===== config.mk =====
export PLATFORM = sky130hd
export DESIGN_NAME = kmeans_centroid_merge
export DESIGN_NICKNAME = d
export VERILOG_FILES = /design/src/rtl/core/kcm_pkg.sv /design/src/rtl/core/kcm_front.sv /design/src/rtl/core/kcm_queue.sv /design/src/rtl/core/kcm_back.sv /design/src/rtl/core/kmeans_centroid_merge.sv
export SDC_FILE = /design/constraint.sdc
export NUM_CORES = 2
export LEC_CHECK = 0
export ABC_AREA = 1
export CORE_MARGIN = 5
export CORE_UTILIZATION = 35
export DETAILED_ROUTE_END_ITERATION = 12
export DONT_BUFFER_PORTS = 1
export GPL_TIMING_DRIVEN = 0
export PLACE_DENSITY_LB_ADDON = 0.12
export SLEW_MARGIN = 20
export SYNTH_ARGS = -nofsm -noshare
export SYNTH_HDL_FRONTEND = slang
export SYNTH_SLANG_ARGS = --single-unit

===== constraint.sdc =====
create_clock -name clk -period 10.6 [get_ports clk]
set_input_delay 0.53 -clock clk [delete_from_list [all_inputs] [get_ports clk]]
set_output_delay 0.53 -clock clk [all_outputs]
set_load 0.005 [all_outputs]

===== src/rtl/core/kcm_pkg.sv =====
// Shared types and constants for the k-means centroid merge block.
// Used by the front end, the job queue, the divider back end and the top level.
package kcm_pkg;

  localparam int MAX_LANES = 8;
  localparam int LANE_W    = 32;
  localparam int IN_W      = MAX_LANES * LANE_W;
  localparam int CNT_W     = 16;
  localparam int PT_W      = 20;
  localparam int SUM_W     = 36;
  localparam int NUM_W     = 37;
  localparam int MAG_W     = 36;
  localparam int DIV_CNT_W = 6;
  localparam int OUT_W     = 80;

  // Beat positions within one cluster record.
  localparam logic [2:0] SLOT_OLD_X = 3'd0;
  localparam logic [2:0] SLOT_OLD_Y = 3'd1;
  localparam logic [2:0] SLOT_COUNT = 3'd3;
  localparam logic [2:0] SLOT_SUM_X = 3'd5;
  localparam logic [2:0] SLOT_SUM_Y = 3'd6;
  localparam logic [2:0] SLOT_LAST  = 3'd7;

  // One merge job handed from the front end to the divider.
  typedef struct packed {
    logic [CNT_W-1:0]        index;
    logic signed [NUM_W-1:0] num_x;
    logic signed [NUM_W-1:0] num_y;
    logic signed [PT_W-1:0]  total;
    logic                    last;
  } job_t;

  typedef enum logic [1:0] {
    BK_IDLE,
    BK_DIV,
    BK_SEND
  } back_state_t;

endpackage


===== src/rtl/core/kcm_front.sv =====
// Front end: accepts beats, tracks the record position and forms merge jobs.
// Depends on kcm_pkg.
module kcm_front import kcm_pkg::*; #(
  parameter int LANES = 8
) (
  input  logic             clk,
  input  logic             rst_n,
  input  logic             cfg_wr_en,
  input  logic [CNT_W-1:0] cfg_wr_data,
  input  logic             in_tvalid,
  output logic             in_tready,
  input  logic [IN_W-1:0]  in_tdata,
  input  logic             q_full,
  output logic             q_push,
  output job_t             q_job
);

  logic [2:0]              slot_r;
  logic [CNT_W-1:0]        counter_r;
  logic [CNT_W-1:0]        count_cfg_r;
  logic signed [LANE_W-1:0] old_x_r, old_y_r;
  logic signed [PT_W-1:0]  total_r;
  logic signed [SUM_W-1:0] sum_x_r, sum_y_r;
  logic signed [SUM_W-1:0] lane_sum;
  logic signed [PT_W-1:0]  int_sum;
  logic                    accept;
  logic                    last;

  // Lane sums: full words and integer parts truncated toward zero.
  always_comb begin
    logic signed [LANE_W-1:0] w;
    logic signed [LANE_W:0]   wb;
    lane_sum = '0;
    int_sum  = '0;
    for (int i = 0; i < MAX_LANES; i++) begin
      w  = in_tdata[i*LANE_W +: LANE_W];
      wb = {w[LANE_W-1], w} + (w[LANE_W-1] ? 33'sd65535 : 33'sd0);
      if (i < LANES) begin
        lane_sum = lane_sum + SUM_W'(w);
        int_sum  = int_sum + PT_W'($signed(wb[LANE_W:16]));
      end
    end
  end

  assign in_tready = (slot_r != SLOT_LAST) || !q_full;
  assign accept    = in_tvalid && in_tready;
  assign last      = (counter_r == CNT_W'(count_cfg_r - 1'b1));
  assign q_push    = accept && (slot_r == SLOT_LAST);

  // Job contents come from the stored record fields and the cluster counter.
  always_comb begin
    q_job.index = counter_r;
    q_job.num_x = NUM_W'(old_x_r) + NUM_W'(sum_x_r);
    q_job.num_y = NUM_W'(old_y_r) + NUM_W'(sum_y_r);
    q_job.total = total_r;
    q_job.last  = last;
  end

  // Control state: record position, cluster counter and the run length.
  always_ff @(posedge clk) begin
    if (!rst_n) begin
      slot_r      <= '0;
      counter_r   <= '0;
      count_cfg_r <= CNT_W'(1);
    end else begin
      if (cfg_wr_en) count_cfg_r <= cfg_wr_data;
      if (accept) slot_r <= slot_r + 3'd1;
      if (q_push) counter_r <= last ? '0 : counter_r + 1'b1;
    end
  end

  // Record fields captured on their beats.
  always_ff @(posedge clk) begin
    if (!rst_n) begin
      old_x_r <= '0;
      old_y_r <= '0;
      total_r <= '0;
      sum_x_r <= '0;
      sum_y_r <= '0;
    end else if (accept) begin
      case (slot_r)
        SLOT_OLD_X: old_x_r <= in_tdata[LANE_W-1:0];
        SLOT_OLD_Y: old_y_r <= in_tdata[LANE_W-1:0];
        SLOT_COUNT: total_r <= int_sum - PT_W'(LANES - 1);
        SLOT_SUM_X: sum_x_r <= lane_sum;
        SLOT_SUM_Y: sum_y_r <= lane_sum;
        default: ;
      endcase
    end
  end

endmodule


===== src/rtl/core/kcm_queue.sv =====
// Two-entry job queue between the front end and the divider back end.
// Depends on kcm_pkg.
module kcm_queue import kcm_pkg::*; (
  input  logic clk,
  input  logic rst_n,
  input  logic push,
  input  job_t push_job,
  output logic full,
  input  logic pop,
  output logic not_empty,
  output job_t pop_job
);

  job_t       mem_r [2];
  logic       wr_ptr_r, rd_ptr_r;
  logic [1:0] fill_r;

  assign full      = (fill_r == 2'd2);
  assign not_empty = (fill_r != 2'd0);
  assign pop_job   = mem_r[rd_ptr_r];

  // Pointers and fill level.
  always_ff @(posedge clk) begin
    if (!rst_n) begin
      wr_ptr_r <= 1'b0;
      rd_ptr_r <= 1'b0;
      fill_r   <= '0;
    end else begin
      if (push) wr_ptr_r <= !wr_ptr_r;
      if (pop) rd_ptr_r <= !rd_ptr_r;
      fill_r <= fill_r + {1'b0, push} - {1'b0, pop};
    end
  end

  // Entry storage.
  always_ff @(posedge clk) begin
    if (push) mem_r[wr_ptr_r] <= push_job;
  end

  a_fill_bound: assert property (@(posedge clk) disable iff (!rst_n) fill_r <= 2'd2)
    else $error("queue fill level out of range");
  a_no_overflow: assert property (@(posedge clk) disable iff (!rst_n) full |-> !push || pop)
    else $error("push into full queue");
  a_no_underflow: assert property (@(posedge clk) disable iff (!rst_n) pop |-> not_empty)
    else $error("pop from empty queue");

endmodule


===== src/rtl/core/kcm_back.sv =====
// Back end: restoring divider for x and y in parallel, saturation and the
// output register. Depends on kcm_pkg.
module kcm_back import kcm_pkg::*; (
  input  logic             clk,
  input  logic             rst_n,
  input  logic             job_valid,
  input  job_t             job,
  output logic             job_pop,
  output logic             out_tvalid,
  input  logic             out_tready,
  output logic [OUT_W-1:0] out_tdata,
  output logic             out_tuser,
  output logic             out_tlast
);

  back_state_t            state_r, state_nxt;
  logic [DIV_CNT_W-1:0]   step_r;
  logic [MAG_W-1:0]       mag_x_r, mag_y_r;
  logic [PT_W-1:0]        rem_x_r, rem_y_r;
  logic [PT_W-1:0]        den_r;
  logic                   neg_x_r, neg_y_r, empty_r, last_r;
  logic [CNT_W-1:0]       index_r;
  logic                   out_valid_r;
  logic [OUT_W-1:0]       out_data_r;
  logic                   out_user_r, out_last_r;
  logic                   out_free, div_done, send;
  logic [PT_W:0]          sh_x, sh_y, diff_x, diff_y;
  logic [LANE_W-1:0]      res_x, res_y;

  function automatic logic [LANE_W-1:0] sat(input logic neg, input logic [MAG_W-1:0] m);
    logic [LANE_W-1:0] r;
    if (neg) r = (m > 36'h080000000) ? 32'h80000000 : LANE_W'(-m);
    else     r = (m > 36'h07FFFFFFF) ? 32'h7FFFFFFF : m[LANE_W-1:0];
    return r;
  endfunction

  assign out_free = !out_valid_r || out_tready;
  assign div_done = (step_r == DIV_CNT_W'(MAG_W - 1));

  // One quotient bit per cycle for each coordinate.
  assign sh_x   = {rem_x_r, mag_x_r[MAG_W-1]};
  assign sh_y   = {rem_y_r, mag_y_r[MAG_W-1]};
  assign diff_x = sh_x - {1'b0, den_r};
  assign diff_y = sh_y - {1'b0, den_r};

  assign res_x = empty_r ? '0 : sat(neg_x_r, mag_x_r);
  assign res_y = empty_r ? '0 : sat(neg_y_r, mag_y_r);

  // Next state.
  always_comb begin
    state_nxt = state_r;
    unique case (state_r)
      BK_IDLE: if (job_valid) state_nxt = (job.total <= 0) ? BK_SEND : BK_DIV;
      BK_DIV:  if (div_done) state_nxt = BK_SEND;
      BK_SEND: if (out_free) state_nxt = BK_IDLE;
      default: state_nxt = BK_IDLE;
    endcase
  end

  // State outputs.
  always_comb begin
    job_pop = 1'b0;
    send    = 1'b0;
    unique case (state_r)
      BK_IDLE: job_pop = job_valid;
      BK_DIV:  ;
      BK_SEND: send = out_free;
      default: ;
    endcase
  end

  always_ff @(posedge clk) begin
    if (!rst_n) state_r <= BK_IDLE;
    else        state_r <= state_nxt;
  end

  // Divider datapath.
  always_ff @(posedge clk) begin
    if (job_pop) begin
      neg_x_r <= job.num_x[NUM_W-1];
      neg_y_r <= job.num_y[NUM_W-1];
      mag_x_r <= MAG_W'(job.num_x[NUM_W-1] ? -job.num_x : job.num_x);
      mag_y_r <= MAG_W'(job.num_y[NUM_W-1] ? -job.num_y : job.num_y);
      den_r   <= job.total;
      empty_r <= (job.total <= 0);
      last_r  <= job.last;
      index_r <= job.index;
      rem_x_r <= '0;
      rem_y_r <= '0;
      step_r  <= '0;
    end else if (state_r == BK_DIV) begin
      step_r  <= step_r + 1'b1;
      rem_x_r <= diff_x[PT_W] ? sh_x[PT_W-1:0] : diff_x[PT_W-1:0];
      rem_y_r <= diff_y[PT_W] ? sh_y[PT_W-1:0] : diff_y[PT_W-1:0];
      mag_x_r <= {mag_x_r[MAG_W-2:0], !diff_x[PT_W]};
      mag_y_r <= {mag_y_r[MAG_W-2:0], !diff_y[PT_W]};
    end
  end

  // Output register.
  always_ff @(posedge clk) begin
    if (!rst_n) begin
      out_valid_r <= 1'b0;
    end else if (send) begin
      out_valid_r <= 1'b1;
    end else if (out_tready) begin
      out_valid_r <= 1'b0;
    end
  end

  always_ff @(posedge clk) begin
    if (send) begin
      out_data_r <= {res_y, res_x, index_r};
      out_user_r <= empty_r;
      out_last_r <= last_r;
    end
  end

  assign out_tvalid = out_valid_r;
  assign out_tdata  = out_data_r;
  assign out_tuser  = out_user_r;
  assign out_tlast  = out_last_r;

  a_pop_idle: assert property (@(posedge clk) disable iff (!rst_n)
      job_pop |-> state_r == BK_IDLE)
    else $error("job taken while busy");
  a_empty_zero: assert property (@(posedge clk) disable iff (!rst_n)
      send && empty_r |=> out_tdata[79:16] == '0)
    else $error("empty cluster with nonzero center");
  a_div_len: assert property (@(posedge clk) disable iff (!rst_n)
      state_r == BK_DIV |-> step_r < DIV_CNT_W'(MAG_W))
    else $error("divider ran past its step count");

endmodule


===== src/rtl/core/kmeans_centroid_merge.sv =====
// K-means centroid merge: eight beats per cluster record in, one centroid out.
// The result of a record follows its eighth beat through the job queue, the
// divider and the output register; an empty cluster skips the divider.
// A new record is taken only once the 36-step bit-serial divider is done with
// the last one; the two-entry job queue absorbs the following record's beats.
// Reset (rst_n low, synchronous) clears all control state; cluster_count = 1.
module kmeans_centroid_merge import kcm_pkg::*; #(
  parameter int LANES = 8
) (
  input  logic             clk,
  input  logic             rst_n,
  input  logic             cfg_wr_en,
  input  logic [CNT_W-1:0] cfg_wr_data,  // cluster_count
  input  logic             in_tvalid,
  output logic             in_tready,
  input  logic [IN_W-1:0]  in_tdata,     // lane_0 .. lane_7, 32 bits each
  output logic             out_tvalid,
  input  logic             out_tready,
  output logic [OUT_W-1:0] out_tdata,    // cluster_index, center_x, center_y
  output logic             out_tuser,    // empty_cluster
  output logic             out_tlast     // last_cluster
);

  logic q_push, q_full, q_pop, q_not_empty;
  job_t push_job, pop_job;

  kcm_front #(.LANES(LANES)) u_front (
    .clk(clk), .rst_n(rst_n),
    .cfg_wr_en(cfg_wr_en), .cfg_wr_data(cfg_wr_data),
    .in_tvalid(in_tvalid), .in_tready(in_tready), .in_tdata(in_tdata),
    .q_full(q_full), .q_push(q_push), .q_job(push_job)
  );

  kcm_queue u_queue (
    .clk(clk), .rst_n(rst_n),
    .push(q_push), .push_job(push_job), .full(q_full),
    .pop(q_pop), .not_empty(q_not_empty), .pop_job(pop_job)
  );

  kcm_back u_back (
    .clk(clk), .rst_n(rst_n),
    .job_valid(q_not_empty), .job(pop_job), .job_pop(q_pop),
    .out_tvalid(out_tvalid), .out_tready(out_tready), .out_tdata(out_tdata),
    .out_tuser(out_tuser), .out_tlast(out_tlast)
  );

endmodule

==> key figures <==
Status
  • Status: completed

Route
  • Average vias per placed instance: ~5.2
  • 1st-iter DRT viols: between 3000 and 4000
  • Antenna-violating nets left: 0
  • # DRC: 0
  • Drt total wl: around 220000 um
  • WL/cell: between 20 and 25 um
  • Router iterations before antenna repair: 5
  • Vias: 49900

Synth
  • Synth top area cells: edfxtp_1 22%, nand2_1 11%, fa_1 9.2%
  • Post-synth top area cell: edfxtp_1
  • Distinct cells, synth: 56
  • Post-synth top cells: 1699 x nand2_1, 1158 x inv_1, 637 x nor2_1, 529 x a21oi_1, 513 x o21ai_0
  • Post-synthesis cell count: 7430
  • Top-area cell type share of the netlist area: about 22%
  • Syn Nets: approximately 8300
  • Post-synth EDFFs: between 400 and 500
  • Yosys synthesis warning count: 0
  • Synth Area per Inst: 7.53 um2
  • Primary FF master, synth: edfxtp_1
  • Seq/Total Area, Yosys: between 30% and 40%
  • Count leader, synth: nand2_1
  • Seq cells post-synth: about 660
  • Asr flop ratio synth: 0%
  • Cell area after synthesis: about 56000 um2

GRT
  • Largest net degree at the start of global routing: about 60
  • First-pass GRT wire length: approximately 320000 um
  • Vias in the first global route: a little under 50000
  • GRT overflow: 0
  • Initial antenna violation count: 18
  • GRT Total Usage: between 20% and 30%

Clock network
  • CTS buffer count: 75
  • Resized cells post-CTS: 0
  • Post-CTS Setup Inserts: 0
  • Sink Count: ~660
  • H-Tree Depth: 3
  • CTS tree: done
  • Latest clock arrival within the worst-skew pair: 670 ps
  • CTS max path bufs: 3
  • Clock-pin slew on the worst setup and hold paths: around 60 ps
  • Root Buffer: clkbuf_16
  • CTS Hold Bufs: 5

Place
  • PortBufs: 0
  • Dpl ws: just over 2000 ps
  • Post-DP HPWL: 190000 um
  • Inst Count DP: between 9000 and 10000
  • Cell area after placement: between 50000 and 60000 um2
  • RePlAce Congestion: just under 1

Cells and area
  • Area delta synth->final: 9.93%
  • Footprint of the multi-input gates: 33500 um2
  • Fill cell total of the finished layout: between 15000 and 20000
  • Seq. cell area: between 15000 and 20000 um2
  • Finished Cell Area: roughly 60000 um2
  • Non-filler cells, final: 9670
  • Layout cells sized above 1: under 10%
  • Nets: 8433
  • Core Util, Final: between 30% and 40%

Timing
  • Worst-Margin Slew: 1050 ps
  • Slew Limit Fails: 0
  • Final setup viols: 0
  • PnR worst setup slack: roughly 2500 ps
  • Min Clock Period, post-route: between 8000 and 9000 ps
  • Peak Freq: around 0.12 GHz
  • Max-slew headroom: 29.4%
  • Clock Skew: around 43 ps
  • Final period utilization: 76.4%
  • RSZ-0062 raised after global routing: no
  • Fin. Hold Viols: 0

Setup path
  • Crit-path max FO: 19
  • Worst Setup End Kind: flip-flop
  • Critical path required time: roughly 11000 ps
  • CP startpoint kind: input port
  • Critical path class: input port to flip-flop
  • Crit-path most repeated cell: nand2_1
  • R2R Setup Slk: about 6600 ps
  • Worst path arrival time: 8690 ps
  • CP peak stage delay: 550 ps
  • Slowest CP cell: fa_1

Floorplanning
  • Initial core utilization: a little over a third
  • I/O Pins: 361
  • Die area: between 150000 and 200000 um2
  • Core box area: around 160000 um2
  • Die X: approximately 410 um
  • FP Rows: 146
  • Die height: between 400 and 500 um

Power
  • Worst vdd rail ir drop: 0.000327 V
  • Pwr/cell area: a little under 300 nW/um2
  • Static Leak: roughly 28 nW
  • Overall Power: approximately 18 mW

Flow run
  • Max Cap Viol: 0

Hold path
  • Worst Hold Class: input port to flip-flop
[final timing paths]
check                           from                endpoint  cells after the start
hold / removal        cfg_wr_data[5]  u_front.count_cfg_r[5]                      2
hold reg to reg   u_back.index_r[13]    u_back.out_tdata[13]                      0
setup / recovery        in_tdata[63]     u_front.total_r[13]                     41
setup reg to reg   u_front.slot_r[0]    u_queue.mem_r[0][75]                     12
[power by group]
part	internal [mW]	leakage, nW	switching (mW)	total (mW)
registers	3.36	5.90	0.348	3.71
clock network	1.58	1.25	1.10	2.68
logic	3.47	20.5	8.01	11.5
total	8.42	27.6	9.46	17.9
[through the flow]
stage | setup TNS, ps | hold slack, ps
global route | 0 | 26.8
floorplan | 0 | 400
global placement | -11200 | 403
CTS | 0 | 7.65
detailed placement | 0 | 405
finish | 0 | 66.5
[sequential cells by signal, summed over array words and instances (netlist names), 20 cells and up, named ones only]
| register | flops |
|---|---|
| u_back.rem_y_r | 20 |
| u_front.old_x_r | 32 |
| u_back.den_r | 20 |
| u_front.sum_y_r | 36 |
| u_back.out_tdata | 80 |
| u_back.rem_x_r | 20 |
| u_back.mag_y_r | 36 |
| u_front.total_r | 20 |
| u_queue.mem_r | 222 |
| u_front.sum_x_r | 36 |
| u_front.old_y_r | 32 |
| u_back.mag_x_r | 36 |
[worst max-delay path, delay by kind of cell]
kind	cells	cell delay [ps]
adder cells (fa/ha/maj)	8	3580
AND/OR/NAND/NOR	20	2270
AO/OA/AOI/OAI	5	1340
XOR/XNOR	2	570
buffers and inverters	6	310
[per-layer routing]
layer	vias up	GRT usage [%]	share of wire, %
li1	24700	-	-
met4	10	6.66	2.7
met3	242	7.18	8.2
met1	23600	32.7	43
met2	1350	42.7	46
met5	-	0	0.052
[area by class of cell]
cell class	instances	share of cell area (%)
multi-input cells	5459	54.5
inverters	1164	7.10
clock inverters	34	0.612
flip-flops and latches	661	28.3
plain buffers	146	1.14
well taps	2072	4.21
diodes	13	0.0529
clock buffers	102	3.50
repair buffers	19	0.610
[kinds of logic (layout without fill, tap and decap cells)]
group                      after synthesis  in the layout  synth area share [%]
AOI/OAI and AO/OA                     1407           1407                  14.1
other                                    0             13                     0
muxes                                    2              2                0.0358
xor gates and xnor gates               322            322                  5.06
DFF                                    661            661                  31.1
and+or+nand+nor                       3098           3098                  23.2
buffers and inverters                 1310           1465                  9.05
adders and majority gates              630            630                  17.5
[cells in the final DEF (no fill, tap or decap), types with 7 or more instances in the layout]
master,netlist,layout
o211ai_1,58,58
a31oi_1,34,34
buf_1,11,11
o21a_1,60,60
xor2_1,223,223
o21ai_2,14,14
dfxtp_1,245,245
clkinv_2,0,13
nand4_1,122,122
edfxtp_1,416,416
a21oi_1,529,529
o21bai_1,72,72
xnor2_1,98,98
nor2_2,8,8
nand3b_1,33,33
buf_6,12,12
nand2_1,1699,1699
diode_2,0,13
nor2_1,637,634
or2_2,32,32
a21boi_0,21,21
fa_1,257,257
o21ai_1,35,35
inv_1,1158,1157
buf_2,25,24
o21ai_0,513,513
nor4_1,33,33
a21o_1,44,44
clkbuf_8,0,7
nor3_1,123,123
clkbuf_16,0,80
o221ai_1,8,8
clkbuf_1,94,108
ha_1,373,373
buf_12,0,8
nand3_1,381,381
Power figures use the tool's default switching activity.
